<file path="src/sv/lts_pkg.sv">
package lts_pkg;

  localparam int NUM_KEYWORDS      = 9;
  localparam int KEYWORD_MAX_CHARS = 8;
  localparam int LINE_BITS         = 16;

  localparam int CNT_W    = 5;
  localparam int KW_IDX_W = 4;
  localparam int KPOS_W   = $clog2(KEYWORD_MAX_CHARS);

  localparam logic [CNT_W-1:0] MAX_INT_DIGITS_RST = 5'd10;
  localparam logic [CNT_W-1:0] MAX_IDENT_LEN_RST  = 5'd20;

  // Configuration register indexes
  localparam logic CFG_MAX_INT_DIGITS = 1'b0;
  localparam logic CFG_MAX_IDENT_LEN  = 1'b1;

  // Character codes
  localparam logic [7:0] CH_TAB        = 8'h09;
  localparam logic [7:0] CH_LF         = 8'h0A;
  localparam logic [7:0] CH_SPACE      = 8'h20;
  localparam logic [7:0] CH_QUOTE      = 8'h22;
  localparam logic [7:0] CH_COMMA      = 8'h2C;
  localparam logic [7:0] CH_MINUS      = 8'h2D;
  localparam logic [7:0] CH_DOT        = 8'h2E;
  localparam logic [7:0] CH_DIGIT_0    = 8'h30;
  localparam logic [7:0] CH_DIGIT_9    = 8'h39;
  localparam logic [7:0] CH_UPPER_A    = 8'h41;
  localparam logic [7:0] CH_UPPER_Z    = 8'h5A;
  localparam logic [7:0] CH_LBRACKET   = 8'h5B;
  localparam logic [7:0] CH_RBRACKET   = 8'h5D;
  localparam logic [7:0] CH_UNDERSCORE = 8'h5F;
  localparam logic [7:0] CH_LOWER_A    = 8'h61;
  localparam logic [7:0] CH_LOWER_Z    = 8'h7A;
  localparam logic [7:0] CH_LBRACE     = 8'h7B;
  localparam logic [7:0] CH_RBRACE     = 8'h7D;
  localparam logic [7:0] CH_NUL        = 8'h00;

  // Keyword spellings, zero padded
  localparam logic [7:0] KW_CHARS [NUM_KEYWORDS][KEYWORD_MAX_CHARS] = '{
    '{8'h69, 8'h6E, 8'h74, 8'h00, 8'h00, 8'h00, 8'h00, 8'h00},  // int
    '{8'h6D, 8'h6F, 8'h76, 8'h65, 8'h00, 8'h00, 8'h00, 8'h00},  // move
    '{8'h74, 8'h6F, 8'h00, 8'h00, 8'h00, 8'h00, 8'h00, 8'h00},  // to
    '{8'h6C, 8'h6F, 8'h6F, 8'h70, 8'h00, 8'h00, 8'h00, 8'h00},  // loop
    '{8'h74, 8'h69, 8'h6D, 8'h65, 8'h73, 8'h00, 8'h00, 8'h00},  // times
    '{8'h6F, 8'h75, 8'h74, 8'h00, 8'h00, 8'h00, 8'h00, 8'h00},  // out
    '{8'h6E, 8'h65, 8'h77, 8'h6C, 8'h69, 8'h6E, 8'h65, 8'h00},  // newline
    '{8'h61, 8'h64, 8'h64, 8'h00, 8'h00, 8'h00, 8'h00, 8'h00},  // add
    '{8'h73, 8'h75, 8'h62, 8'h00, 8'h00, 8'h00, 8'h00, 8'h00}   // sub
  };

  typedef enum logic [2:0] {
    MODE_IDLE,
    MODE_MINUS,
    MODE_INT,
    MODE_IDENT,
    MODE_STRING,
    MODE_COMMENT,
    MODE_HALT
  } mode_e;

  typedef enum logic [3:0] {
    EVT_BYTE      = 4'd0,
    EVT_INT       = 4'd1,
    EVT_STRING    = 4'd2,
    EVT_KEYWORD   = 4'd3,
    EVT_IDENT     = 4'd4,
    EVT_ENDLINE   = 4'd5,
    EVT_SEPARATOR = 4'd6,
    EVT_OPEN      = 4'd7,
    EVT_CLOSE     = 4'd8,
    EVT_EOF       = 4'd9,
    EVT_ERROR     = 4'd10
  } evt_kind_e;

  typedef enum logic [2:0] {
    ERR_NONE         = 3'd0,
    ERR_INT_LONG     = 3'd1,
    ERR_MINUS_BLANK  = 3'd2,
    ERR_MINUS_NODIG  = 3'd3,
    ERR_UNTERMINATED = 3'd4,
    ERR_IDENT_LONG   = 3'd5,
    ERR_BAD_CHAR     = 3'd6
  } err_code_e;

  typedef struct packed {
    evt_kind_e             kind;
    logic [7:0]            lex_byte;
    logic [KW_IDX_W-1:0]   kw_idx;
    err_code_e             err;
    logic                  dec_warn;
    logic [LINE_BITS-1:0]  line;
    logic                  last;
  } res_t;

  typedef struct packed {
    logic [1:0] n;
    res_t       r1;
    res_t       r0;
  } push_t;

  typedef struct packed {
    mode_e                mode;
    logic [LINE_BITS-1:0] line;
  } stat_t;

endpackage

</file>
<file path="src/sv/lts_kw_match.sv">
module lts_kw_match (
  input  logic [lts_pkg::NUM_KEYWORDS-1:0] cand_i,
  input  logic [lts_pkg::CNT_W-1:0]        pos_i,
  input  logic [7:0]                       char_i,
  output logic [lts_pkg::NUM_KEYWORDS-1:0] cand_o,
  output logic                             hit_o,
  output logic [lts_pkg::KW_IDX_W-1:0]     idx_o
);

  logic in_range;
  logic [lts_pkg::KPOS_W-1:0] pos;

  assign in_range = pos_i < lts_pkg::CNT_W'(lts_pkg::KEYWORD_MAX_CHARS);
  assign pos      = pos_i[lts_pkg::KPOS_W-1:0];

  // Narrow the candidate set by the next character
  always_comb begin
    for (int k = 0; k < lts_pkg::NUM_KEYWORDS; k++) begin
      cand_o[k] = cand_i[k] && in_range && (lts_pkg::KW_CHARS[k][pos] == char_i);
    end
  end

  // Lowest-numbered candidate whose spelling ends here wins
  always_comb begin
    hit_o = 1'b0;
    idx_o = '0;
    for (int k = lts_pkg::NUM_KEYWORDS - 1; k >= 0; k--) begin
      if (cand_i[k] && (!in_range || lts_pkg::KW_CHARS[k][pos] == lts_pkg::CH_NUL)) begin
        hit_o = 1'b1;
        idx_o = lts_pkg::KW_IDX_W'(k);
      end
    end
  end

endmodule

</file>
<file path="src/sv/lts_scan_core.sv">
module lts_scan_core (
  input  logic                      clk_i,
  input  logic                      rst_ni,
  input  logic                      step_i,
  input  logic [7:0]                char_i,
  input  logic                      eof_i,
  input  logic [lts_pkg::CNT_W-1:0] max_int_i,
  input  logic [lts_pkg::CNT_W-1:0] max_ident_i,
  output lts_pkg::push_t            push_o,
  output lts_pkg::stat_t            stat_o
);

  lts_pkg::mode_e                    mode_q, mode_d;
  logic [lts_pkg::CNT_W-1:0]         cnt_q, cnt_d;
  logic [lts_pkg::NUM_KEYWORDS-1:0]  cand_q, cand_d;
  logic [lts_pkg::LINE_BITS-1:0]     line_q, line_d;

  logic [lts_pkg::NUM_KEYWORDS-1:0]  kw_cand_in, kw_cand_out;
  logic [lts_pkg::CNT_W-1:0]         kw_pos;
  logic                              kw_hit;
  logic [lts_pkg::KW_IDX_W-1:0]      kw_idx;

  lts_pkg::res_t a_res, b_res;
  logic          a_vld, b_vld, to_idle, halt;
  logic          is_dig, is_let, is_ws;

  function automatic lts_pkg::res_t mk_res(lts_pkg::evt_kind_e kind, logic [7:0] b,
                                           logic [lts_pkg::KW_IDX_W-1:0] kw,
                                           lts_pkg::err_code_e err, logic dw,
                                           logic [lts_pkg::LINE_BITS-1:0] line);
    lts_pkg::res_t r;
    r.kind     = kind;
    r.lex_byte = b;
    r.kw_idx   = kw;
    r.err      = err;
    r.dec_warn = dw;
    r.line     = line;
    r.last     = 1'b0;
    return r;
  endfunction

  // A new word starts with all keywords as candidates at position zero
  assign kw_cand_in = (mode_q == lts_pkg::MODE_IDENT) ? cand_q : '1;
  assign kw_pos     = (mode_q == lts_pkg::MODE_IDENT) ? cnt_q : '0;

  lts_kw_match u_kw_match (
    .cand_i (kw_cand_in),
    .pos_i  (kw_pos),
    .char_i (char_i),
    .cand_o (kw_cand_out),
    .hit_o  (kw_hit),
    .idx_o  (kw_idx)
  );

  assign is_dig = (char_i >= lts_pkg::CH_DIGIT_0) && (char_i <= lts_pkg::CH_DIGIT_9);
  assign is_let = ((char_i >= lts_pkg::CH_LOWER_A) && (char_i <= lts_pkg::CH_LOWER_Z)) ||
                  ((char_i >= lts_pkg::CH_UPPER_A) && (char_i <= lts_pkg::CH_UPPER_Z));
  assign is_ws  = (char_i == lts_pkg::CH_SPACE) || (char_i == lts_pkg::CH_TAB) ||
                  (char_i == lts_pkg::CH_LF) || (char_i == lts_pkg::CH_RBRACE);

  always_comb begin
    mode_d  = mode_q;
    cnt_d   = cnt_q;
    cand_d  = cand_q;
    line_d  = line_q;
    a_vld   = 1'b0;
    b_vld   = 1'b0;
    a_res   = mk_res(lts_pkg::EVT_BYTE, char_i, '0, lts_pkg::ERR_NONE, 1'b0, line_q);
    b_res   = a_res;
    to_idle = 1'b0;
    halt    = 1'b0;

    // First phase: the mode in force when the character arrives
    unique case (mode_q)
      lts_pkg::MODE_MINUS: begin
        a_vld = 1'b1;
        if (eof_i) begin
          a_res = mk_res(lts_pkg::EVT_ERROR, '0, '0, lts_pkg::ERR_MINUS_NODIG, 1'b0, line_q);
          halt  = 1'b1;
        end else if (char_i == lts_pkg::CH_SPACE) begin
          a_res = mk_res(lts_pkg::EVT_ERROR, '0, '0, lts_pkg::ERR_MINUS_BLANK, 1'b0, line_q);
          halt  = 1'b1;
        end else if (is_dig) begin
          if (max_int_i == '0) begin
            a_res = mk_res(lts_pkg::EVT_ERROR, '0, '0, lts_pkg::ERR_INT_LONG, 1'b0, line_q);
            halt  = 1'b1;
          end else begin
            cnt_d  = lts_pkg::CNT_W'(1);
            mode_d = lts_pkg::MODE_INT;
          end
        end else begin
          a_res = mk_res(lts_pkg::EVT_ERROR, '0, '0, lts_pkg::ERR_MINUS_NODIG, 1'b0, line_q);
          halt  = 1'b1;
        end
      end
      lts_pkg::MODE_INT: begin
        a_vld = 1'b1;
        if (!eof_i && is_dig) begin
          if (cnt_q >= max_int_i) begin
            a_res = mk_res(lts_pkg::EVT_ERROR, '0, '0, lts_pkg::ERR_INT_LONG, 1'b0, line_q);
            halt  = 1'b1;
          end else begin
            cnt_d = cnt_q + lts_pkg::CNT_W'(1);
          end
        end else begin
          a_res   = mk_res(lts_pkg::EVT_INT, '0, '0, lts_pkg::ERR_NONE,
                           !eof_i && (char_i == lts_pkg::CH_DOT || char_i == lts_pkg::CH_COMMA),
                           line_q);
          to_idle = 1'b1;
        end
      end
      lts_pkg::MODE_IDENT: begin
        a_vld = 1'b1;
        if (!eof_i && (is_let || is_dig || char_i == lts_pkg::CH_UNDERSCORE)) begin
          if (cnt_q >= max_ident_i) begin
            a_res = mk_res(lts_pkg::EVT_ERROR, '0, '0, lts_pkg::ERR_IDENT_LONG, 1'b0, line_q);
            halt  = 1'b1;
          end else begin
            cand_d = kw_cand_out;
            cnt_d  = cnt_q + lts_pkg::CNT_W'(1);
          end
        end else begin
          if (kw_hit) begin
            a_res = mk_res(lts_pkg::EVT_KEYWORD, '0, kw_idx, lts_pkg::ERR_NONE, 1'b0, line_q);
          end else begin
            a_res = mk_res(lts_pkg::EVT_IDENT, '0, '0, lts_pkg::ERR_NONE, 1'b0, line_q);
          end
          to_idle = 1'b1;
        end
      end
      lts_pkg::MODE_STRING: begin
        a_vld = 1'b1;
        if (eof_i) begin
          a_res = mk_res(lts_pkg::EVT_ERROR, '0, '0, lts_pkg::ERR_UNTERMINATED, 1'b0, line_q);
          halt  = 1'b1;
        end else if (char_i == lts_pkg::CH_QUOTE) begin
          // Echo the closing quote, then close the string
          b_vld  = 1'b1;
          b_res  = mk_res(lts_pkg::EVT_STRING, '0, '0, lts_pkg::ERR_NONE, 1'b0, line_q);
          mode_d = lts_pkg::MODE_IDLE;
        end
      end
      lts_pkg::MODE_COMMENT: begin
        if (eof_i) begin
          a_vld = 1'b1;
          a_res = mk_res(lts_pkg::EVT_ERROR, '0, '0, lts_pkg::ERR_UNTERMINATED, 1'b0, line_q);
          halt  = 1'b1;
        end else if (char_i == lts_pkg::CH_RBRACE) begin
          mode_d = lts_pkg::MODE_IDLE;
        end
      end
      lts_pkg::MODE_HALT: begin
        mode_d = lts_pkg::MODE_HALT;
      end
      default: begin
        to_idle = 1'b1;
      end
    endcase

    // Second phase: treat the character as arriving between tokens
    if (to_idle) begin
      mode_d = lts_pkg::MODE_IDLE;
      cnt_d  = '0;
      cand_d = '0;
      if (eof_i) begin
        b_vld  = 1'b1;
        b_res  = mk_res(lts_pkg::EVT_EOF, '0, '0, lts_pkg::ERR_NONE, 1'b0, line_q);
        line_d = lts_pkg::LINE_BITS'(1);
      end else if (is_ws) begin
        b_vld = 1'b0;
      end else if (is_dig) begin
        b_vld = 1'b1;
        if (max_int_i == '0) begin
          b_res = mk_res(lts_pkg::EVT_ERROR, '0, '0, lts_pkg::ERR_INT_LONG, 1'b0, line_q);
          halt  = 1'b1;
        end else begin
          cnt_d  = lts_pkg::CNT_W'(1);
          mode_d = lts_pkg::MODE_INT;
        end
      end else if (char_i == lts_pkg::CH_MINUS) begin
        b_vld  = 1'b1;
        mode_d = lts_pkg::MODE_MINUS;
      end else if (char_i == lts_pkg::CH_DOT) begin
        b_vld = 1'b1;
        b_res = mk_res(lts_pkg::EVT_ENDLINE, '0, '0, lts_pkg::ERR_NONE, 1'b0, line_q);
      end else if (char_i == lts_pkg::CH_COMMA) begin
        b_vld = 1'b1;
        b_res = mk_res(lts_pkg::EVT_SEPARATOR, '0, '0, lts_pkg::ERR_NONE, 1'b0, line_q);
      end else if (char_i == lts_pkg::CH_LBRACKET) begin
        b_vld = 1'b1;
        b_res = mk_res(lts_pkg::EVT_OPEN, '0, '0, lts_pkg::ERR_NONE, 1'b0, line_q);
      end else if (char_i == lts_pkg::CH_RBRACKET) begin
        b_vld = 1'b1;
        b_res = mk_res(lts_pkg::EVT_CLOSE, '0, '0, lts_pkg::ERR_NONE, 1'b0, line_q);
      end else if (char_i == lts_pkg::CH_LBRACE) begin
        mode_d = lts_pkg::MODE_COMMENT;
      end else if (char_i == lts_pkg::CH_QUOTE) begin
        b_vld  = 1'b1;
        mode_d = lts_pkg::MODE_STRING;
      end else if (is_let) begin
        b_vld = 1'b1;
        if (max_ident_i == '0) begin
          b_res = mk_res(lts_pkg::EVT_ERROR, '0, '0, lts_pkg::ERR_IDENT_LONG, 1'b0, line_q);
          halt  = 1'b1;
        end else begin
          cand_d = kw_cand_out;
          cnt_d  = lts_pkg::CNT_W'(1);
          mode_d = lts_pkg::MODE_IDENT;
        end
      end else begin
        b_vld = 1'b1;
        b_res = mk_res(lts_pkg::EVT_ERROR, '0, '0, lts_pkg::ERR_BAD_CHAR, 1'b0, line_q);
        halt  = 1'b1;
      end
    end

    if (halt) begin
      mode_d = lts_pkg::MODE_HALT;
    end

    // Count lines after the results, saturating
    if (!eof_i && char_i == lts_pkg::CH_LF && !halt && mode_q != lts_pkg::MODE_HALT &&
        line_q != '1) begin
      line_d = line_q + lts_pkg::LINE_BITS'(1);
    end

    // Pack the results into slots, earliest first
    if (a_vld) begin
      push_o.r0 = a_res;
      push_o.r1 = b_res;
      push_o.n  = b_vld ? 2'd2 : 2'd1;
    end else begin
      push_o.r0 = b_res;
      push_o.r1 = b_res;
      push_o.n  = {1'b0, b_vld};
    end
    push_o.r0.last = (push_o.n == 2'd1);
    push_o.r1.last = 1'b1;
  end

  always_ff @(posedge clk_i or negedge rst_ni) begin
    if (!rst_ni) begin
      mode_q <= lts_pkg::MODE_IDLE;
      cnt_q  <= '0;
      cand_q <= '0;
      line_q <= lts_pkg::LINE_BITS'(1);
    end else if (step_i) begin
      mode_q <= mode_d;
      cnt_q  <= cnt_d;
      cand_q <= cand_d;
      line_q <= line_d;
    end
  end

  assign stat_o.mode = mode_q;
  assign stat_o.line = line_q;

endmodule

</file>
<file path="src/sv/lts_res_fifo.sv">
module lts_res_fifo (
  input  logic           clk_i,
  input  logic           rst_ni,
  input  lts_pkg::push_t push_i,
  input  logic           pop_i,
  output logic [1:0]     free_o,
  output logic           valid_o,
  output lts_pkg::res_t  head_o
);

  lts_pkg::res_t slot_q [2];
  lts_pkg::res_t slot_d [2];
  logic [1:0]    count_q, count_d, rem;

  assign rem     = count_q - {1'b0, pop_i};
  assign free_o  = 2'd2 - rem;
  assign valid_o = (count_q != 2'd0);
  assign head_o  = slot_q[0];

  // Drop the popped entry, then append the new results behind what remains
  always_comb begin
    slot_d[0] = pop_i ? slot_q[1] : slot_q[0];
    slot_d[1] = slot_q[1];
    case (rem)
      2'd0: begin
        slot_d[0] = push_i.r0;
        slot_d[1] = push_i.r1;
      end
      2'd1: begin
        slot_d[1] = push_i.r0;
      end
      default: begin
        slot_d[1] = slot_q[1];
      end
    endcase
    count_d = rem + push_i.n;
  end

  always_ff @(posedge clk_i or negedge rst_ni) begin
    if (!rst_ni) begin
      count_q <= '0;
    end else begin
      count_q <= count_d;
    end
  end

  always_ff @(posedge clk_i) begin
    slot_q[0] <= slot_d[0];
    slot_q[1] <= slot_d[1];
  end

endmodule

</file>
<file path="src/sv/lexical_token_scanner.sv">
// A character's first result passes the input register, then the result queue, before its
//   master-side transaction; a second result, if any, follows it.
// Throughput: one character per cycle while the master side keeps up; a character with
//   two results can hold the slave side back, as the single result port takes them in turn.
// Reset: asynchronous, active low; scanner returns to idle, line one, limits 10 and 20.
module lexical_token_scanner (
  input  logic        clk_i,
  input  logic        rst_ni,
  // Slave side: tdata = char_code[7:0]; tuser = end_of_input[0]
  input  logic        s_axis_tvalid_i,
  output logic        s_axis_tready_o,
  input  logic [7:0]  s_axis_tdata_i,
  input  logic        s_axis_tuser_i,
  // Master side: tdata = lexeme_byte[7:0], keyword_index[11:8], error_code[14:12],
  //   decimal_warning[15], line_number[31:16]; tuser = event_kind[3:0]
  output logic        m_axis_tvalid_o,
  input  logic        m_axis_tready_i,
  output logic [31:0] m_axis_tdata_o,
  output logic [3:0]  m_axis_tuser_o,
  output logic        m_axis_tlast_o,
  // Configuration write port
  input  logic        cfg_we_i,
  input  logic        cfg_addr_i,
  input  logic [4:0]  cfg_wdata_i
);

  // Configuration registers
  logic [lts_pkg::CNT_W-1:0] max_int_q, max_ident_q;

  // Input register: one character waiting for the scanner
  logic       in_valid_q;
  logic [7:0] in_char_q;
  logic       in_eof_q;

  logic           consume;
  logic           s_accept;
  logic           pop;
  logic [1:0]     free;
  lts_pkg::push_t core_push;
  lts_pkg::push_t fifo_push;
  lts_pkg::stat_t core_stat;
  lts_pkg::res_t  head;

  always_ff @(posedge clk_i or negedge rst_ni) begin
    if (!rst_ni) begin
      max_int_q   <= lts_pkg::MAX_INT_DIGITS_RST;
      max_ident_q <= lts_pkg::MAX_IDENT_LEN_RST;
    end else if (cfg_we_i) begin
      unique case (cfg_addr_i)
        lts_pkg::CFG_MAX_INT_DIGITS: max_int_q   <= cfg_wdata_i;
        lts_pkg::CFG_MAX_IDENT_LEN:  max_ident_q <= cfg_wdata_i;
        default:                     max_int_q   <= max_int_q;
      endcase
    end
  end

  // Advance the held character only when the result queue has room for all of
  // its results, counting the slot freed by this cycle's output transaction.
  assign consume         = in_valid_q && (core_push.n <= free);
  assign s_axis_tready_o = !in_valid_q || consume;
  assign s_accept        = s_axis_tvalid_i && s_axis_tready_o;

  always_ff @(posedge clk_i or negedge rst_ni) begin
    if (!rst_ni) begin
      in_valid_q <= 1'b0;
    end else if (s_accept) begin
      in_valid_q <= 1'b1;
    end else if (consume) begin
      in_valid_q <= 1'b0;
    end
  end

  always_ff @(posedge clk_i) begin
    if (s_accept) begin
      in_char_q <= s_axis_tdata_i;
      in_eof_q  <= s_axis_tuser_i;
    end
  end

  lts_scan_core u_scan_core (
    .clk_i       (clk_i),
    .rst_ni      (rst_ni),
    .step_i      (consume),
    .char_i      (in_char_q),
    .eof_i       (in_eof_q),
    .max_int_i   (max_int_q),
    .max_ident_i (max_ident_q),
    .push_o      (core_push),
    .stat_o      (core_stat)
  );

  // Push nothing unless the character is really taken
  always_comb begin
    fifo_push   = core_push;
    fifo_push.n = consume ? core_push.n : 2'd0;
  end

  assign pop = m_axis_tvalid_o && m_axis_tready_i;

  lts_res_fifo u_res_fifo (
    .clk_i   (clk_i),
    .rst_ni  (rst_ni),
    .push_i  (fifo_push),
    .pop_i   (pop),
    .free_o  (free),
    .valid_o (m_axis_tvalid_o),
    .head_o  (head)
  );

  assign m_axis_tdata_o = {head.line, head.dec_warn, head.err, head.kw_idx, head.lex_byte};
  assign m_axis_tuser_o = head.kind;
  assign m_axis_tlast_o = head.last;

  // A consumed character never overruns the result queue
  a_push_fits: assert property (@(posedge clk_i) disable iff (!rst_ni)
    consume |-> (core_push.n <= free))
    else $error("result queue overrun");

  // Once halted, the scanner produces nothing
  a_halt_quiet: assert property (@(posedge clk_i) disable iff (!rst_ni)
    (core_stat.mode == lts_pkg::MODE_HALT) |-> (core_push.n == 2'd0))
    else $error("results while halted");

  // End of input between or at the end of a token restarts line counting
  a_eof_line: assert property (@(posedge clk_i) disable iff (!rst_ni)
    (consume && in_eof_q && (core_stat.mode == lts_pkg::MODE_IDLE ||
     core_stat.mode == lts_pkg::MODE_INT || core_stat.mode == lts_pkg::MODE_IDENT))
    |=> (core_stat.line == lts_pkg::LINE_BITS'(1)))
    else $error("line count not restarted at end of input");

endmodule

</file>
<file path="config.mk">
export PLATFORM = sky130hd
export DESIGN_NAME = lexical_token_scanner
export DESIGN_NICKNAME = d
export VERILOG_FILES = /design/src/sv/lts_pkg.sv /design/src/sv/lts_kw_match.sv /design/src/sv/lts_scan_core.sv /design/src/sv/lts_res_fifo.sv /design/src/sv/lexical_token_scanner.sv
export SDC_FILE = /design/constraint.sdc
export NUM_CORES = 1
export LEC_CHECK = 0
export BUFFER_PORTS_ARGS = -buffer_cell sky130_fd_sc_hd__clkbuf_2
export CAP_MARGIN = 20
export CORE_MARGIN = 10
export CORE_UTILIZATION = 56
export CTS_CLUSTER_DIAMETER = 200
export DETAILED_ROUTE_END_ITERATION = 12
export GPL_TIMING_DRIVEN = 0
export PLACE_DENSITY = 0.74
export SLEW_MARGIN = 25
export SYNTH_ARGS = -nofsm -noshare
export SYNTH_HDL_FRONTEND = slang
export SYNTH_SLANG_ARGS = --single-unit
</file>
<file path="constraint.sdc">
create_clock -name clk_i -period 3.85 [get_ports clk_i]
set_input_delay 0.5775 -clock clk_i [delete_from_list [all_inputs] [get_ports clk_i]]
set_output_delay 0.5775 -clock clk_i [all_outputs]
set_load 0.05 [all_outputs]
</file>
==> results.toml <==
[yosys]
syn_area_sq_um = 8340
ys_types = 86
ys_async_sr_fraction_pct = 35.7
syn-num-nets = 932
yosysWarnings = 0
ys_ff_latch = 129
synth_seq_area_share_pct = 43.8
syn_inst = 886
synth.avg_cell_area_sq_um = 9.41
synth-edff-count = 83
ys.flop_type = "edfxtp_1"

[sta]
setup_ws_ns = 0.0396
worst_pin_slew_ns = 0.843
post-route-min-period_ns = 3.81
worst_hold_slack_ns = 0.208
final-setup-viol-count = 0
hold_viol = 0
maxSlewHeadroom_pct = 43.3
fin_crit_sh_pct = 99.0
maxSlewViolCount = 0
fmax_ghz = 0.262
fin_skew_ns = 0.0129

[cells_and_area]
multi_input_area_sq_um = 4290
regArea_sq_um = 3650
diodes = 0
fin_area_sq_um = 9990
area_delta_synth_final_pct = 19.8
final_layout_size_suffix_gt1_share_pct = 27.8
instances_no_fill = 1187
final_net_count = 1036
final.fill_count = 1139

[clock_tree]
clockRootBuffer = "clkbuf_16"
numCtsBuffers = 17
htreeDepth = 4
path_clk_slew_ns = 0.06
clk_latency_ns = 0.42
cts.sink_count = 129
cts_tree = "built"
clockBufferDepth = 2

[global_route]
track_usage_pct = 23.5
grt.met1_usage_pct = 32.5
overflow = 0
grt-busiest-layer = "met2"
antenna_found_initial = 0
grt_max_degree = 47
use_met3_pct = 5.54
grt_pass1_wl_mm = 38.1
grt_pass1_vias = 7008
met2_usage_pct = 34.9

[pwr]
p_leak_nw = 3.95
vdd_drop_max_v = 0.000691
p_int_mw = 5.59
power_mw = 10.7
p_seq_share_pct = 24.5
pwr-share-clk_pct = 15.1
switching_power_mw = 5.08
comb_power_share_pct = 60.4
swShare_pct = 47.6
powerDensity_nw_per_um2 = 1070

[floorplanning]
ios = 59
rows = 44
die_width_microns = 142
core_area_sq_um = 14600
die_area_sq_um = 20200
die_h_microns = 142
initial_core_util_pct = 57.2

[place]
port_buffers = 58
dp_cells = 1128
dpl.hpwl_mm = 17.8
place_congestion = 0.996
place_ws_ns = -0.769
placed_cell_area_sq_um = 8870

[critical_path]
path_cells = "buf_6 -> or3_4 -> or2_4 -> o22ai_4 -> nor2_4 -> a21oi_2 -> o21ai_4 -> ha_4 -> inv_2 -> ha_4 -> nand2_2 -> o21ai_4 -> inv_2 -> nand2_2 -> clkbuf_16"
critPathRequiredTime_ns = 3.27
cp.arrival_ns = 3.23
worst_setup_path_start_kind = "flop"
cp_slowest_cell = "edfxtp_1"
crit_type = "flop to primary output"
critPathCaptureType = "primary output"
critPathMaxStageDelay_ns = 0.41
ff2ff_path_depth = 17
worstPathMaxFanout = 5

[run]
drv_cap = 0

[drt]
drc = 0
first_pass_iters = 8
drtIter0Drc = 852
via_per_inst = 6.38
wl_per_cell_microns = 21.1
wirelength_mm = 25.0
antenna_left = 0
vias = 7576

[status]
outcome = "completed"

[min_path]
hp-class = "input pin to asynchronous set/reset pin"
[worst max-delay path, delay by kind of cell, from the launching register on]
family                   cells  cell delay, ns
AO/OA/AOI/OAI                4            0.53
AND/OR/NAND/NOR              5            0.90
flip-flops                   1            0.41
adder cells (fa/ha/maj)      2            0.54
buffers and inverters        4            0.42
[placed cells by master, fill, tap and decap left out, types with 6 or more instances in the layout]
cell type,count
dfrtp_1,40
inv_1,33
mux2i_1,9
and2_1,10
clkbuf_2,59
ha_1,23
or2_4,6
and3_1,8
clkbuf_1,26
clkbuf_16,18
a31oi_1,14
a22o_1,6
nand3b_1,7
or4_1,6
nor2_1,67
edfxtp_1,83
buf_2,8
nor2b_1,12
mux2_2,24
nor3_1,18
a21oi_1,46
nand3_1,28
nand2b_1,7
buf_4,68
nor4_1,6
o21ai_0,57
or3_1,7
or2_2,8
o31ai_1,14
inv_6,6
o22ai_1,12
xor2_1,6
nand4_1,7
nand2_1,82
xnor2_1,11
[metal layers]
metal | vias to the layer above | share of wire, %
met5 | - | 0
li1 | 3464 | -
met1 | 3624 | 43
met4 | 0 | 2.5
met3 | 61 | 9.4
met2 | 427 | 45
[synthesized netlist by cell type (14+ instances only)]
library cell	count	area, sq um
buf_4	37	278
a31oi_1	14	87.6
nand3_1	28	140
a21oi_1	50	250
edfxtp_1	83	2490
o21ai_0	62	310
dfrtp_1	41	1030
ha_1	26	325
mux2_2	24	270
nor3_1	20	100
nand2_1	86	323
inv_1	38	143
nor2_1	69	259
clkbuf_1	38	143
o31ai_1	15	113
[metrics by stage]
step / setup TNS (ns) / utilization [%]
3_3_place_gp: -27.64 / 60.8
5_1_grt: -0.0413 / 68.5
2_1_floorplan: 0 / -
4_1_cts: 0 / 66.9
6_report: 0 / 68.5
3_5_place_dp: -26.09 / 60.8
[power by group through the flow]
stage               clock, mW  sequential, mW  combinational (mW)
floorplan                   0            2.54                4.06
global placement            0            2.57                5.37
detailed placement          0            2.60                5.43
CTS                      1.61            2.60                5.90
global route             1.68            2.67                6.85
finish                   1.61            2.62                6.46
[sequential cells by signal (all words and copies together), names as in the netlist, 3 cells and up]
signal,cells
u_scan_core.mode_q,3
max_int_q,5
max_ident_q,5
in_char_q,8
u_res_fifo.slot_q,74
u_scan_core.cand_q,9
u_scan_core.cnt_q,5
u_scan_core.line_q,16
[logic make-up (layout without fill, tap and decap cells)]
logic type	Yosys count	in the layout	synth area share (%)
muxes	33	33	4.32
and+or+nand+nor	315	315	19.3
AOI/OAI and AO/OA	237	237	19.2
buffers and inverters	129	246	7.68
xor gates and xnor gates	17	17	1.79
adders and majority gates	26	26	3.90
DFF	129	129	43.8
[repair_timing]
action,in CTS,in global routing
endpoints found under the setup margin,59,112
gates cloned,1,0
pin swaps,13,12
gates resized for setup,49,39
buffers inserted,15,17
hold buffers,0,0
[worst paths after layout]
path	from	end	slack, ns
setup / recovery	in_char_q[4]	s_axis_tready_o	0.04
hold / removal	rst_ni	u_scan_core.cand_q[7]	0.21
setup reg to reg	in_char_q[4]	u_scan_core.line_q[12]	0.14
hold reg to reg	max_int_q[3]	max_int_q[3]	0.52
max in group asynchronous	rst_ni	u_scan_core.mode_q[2]	3.13
min in group clk_i	s_axis_tdata_i[7]	in_char_q[7]	0.34
[layout make-up]
cell class,instances,share of cell area (%)
Clock inverter,14,1.44
Tap cell,184,2.31
Clock buffer,18,4.40
Inverter,39,1.50
Timing Repair Buffer,91,5.63
Multi-Input combinational cell,628,43.0
Buffer,84,5.20
Sequential cell,129,36.6
Power figures use the tool's default switching activity.
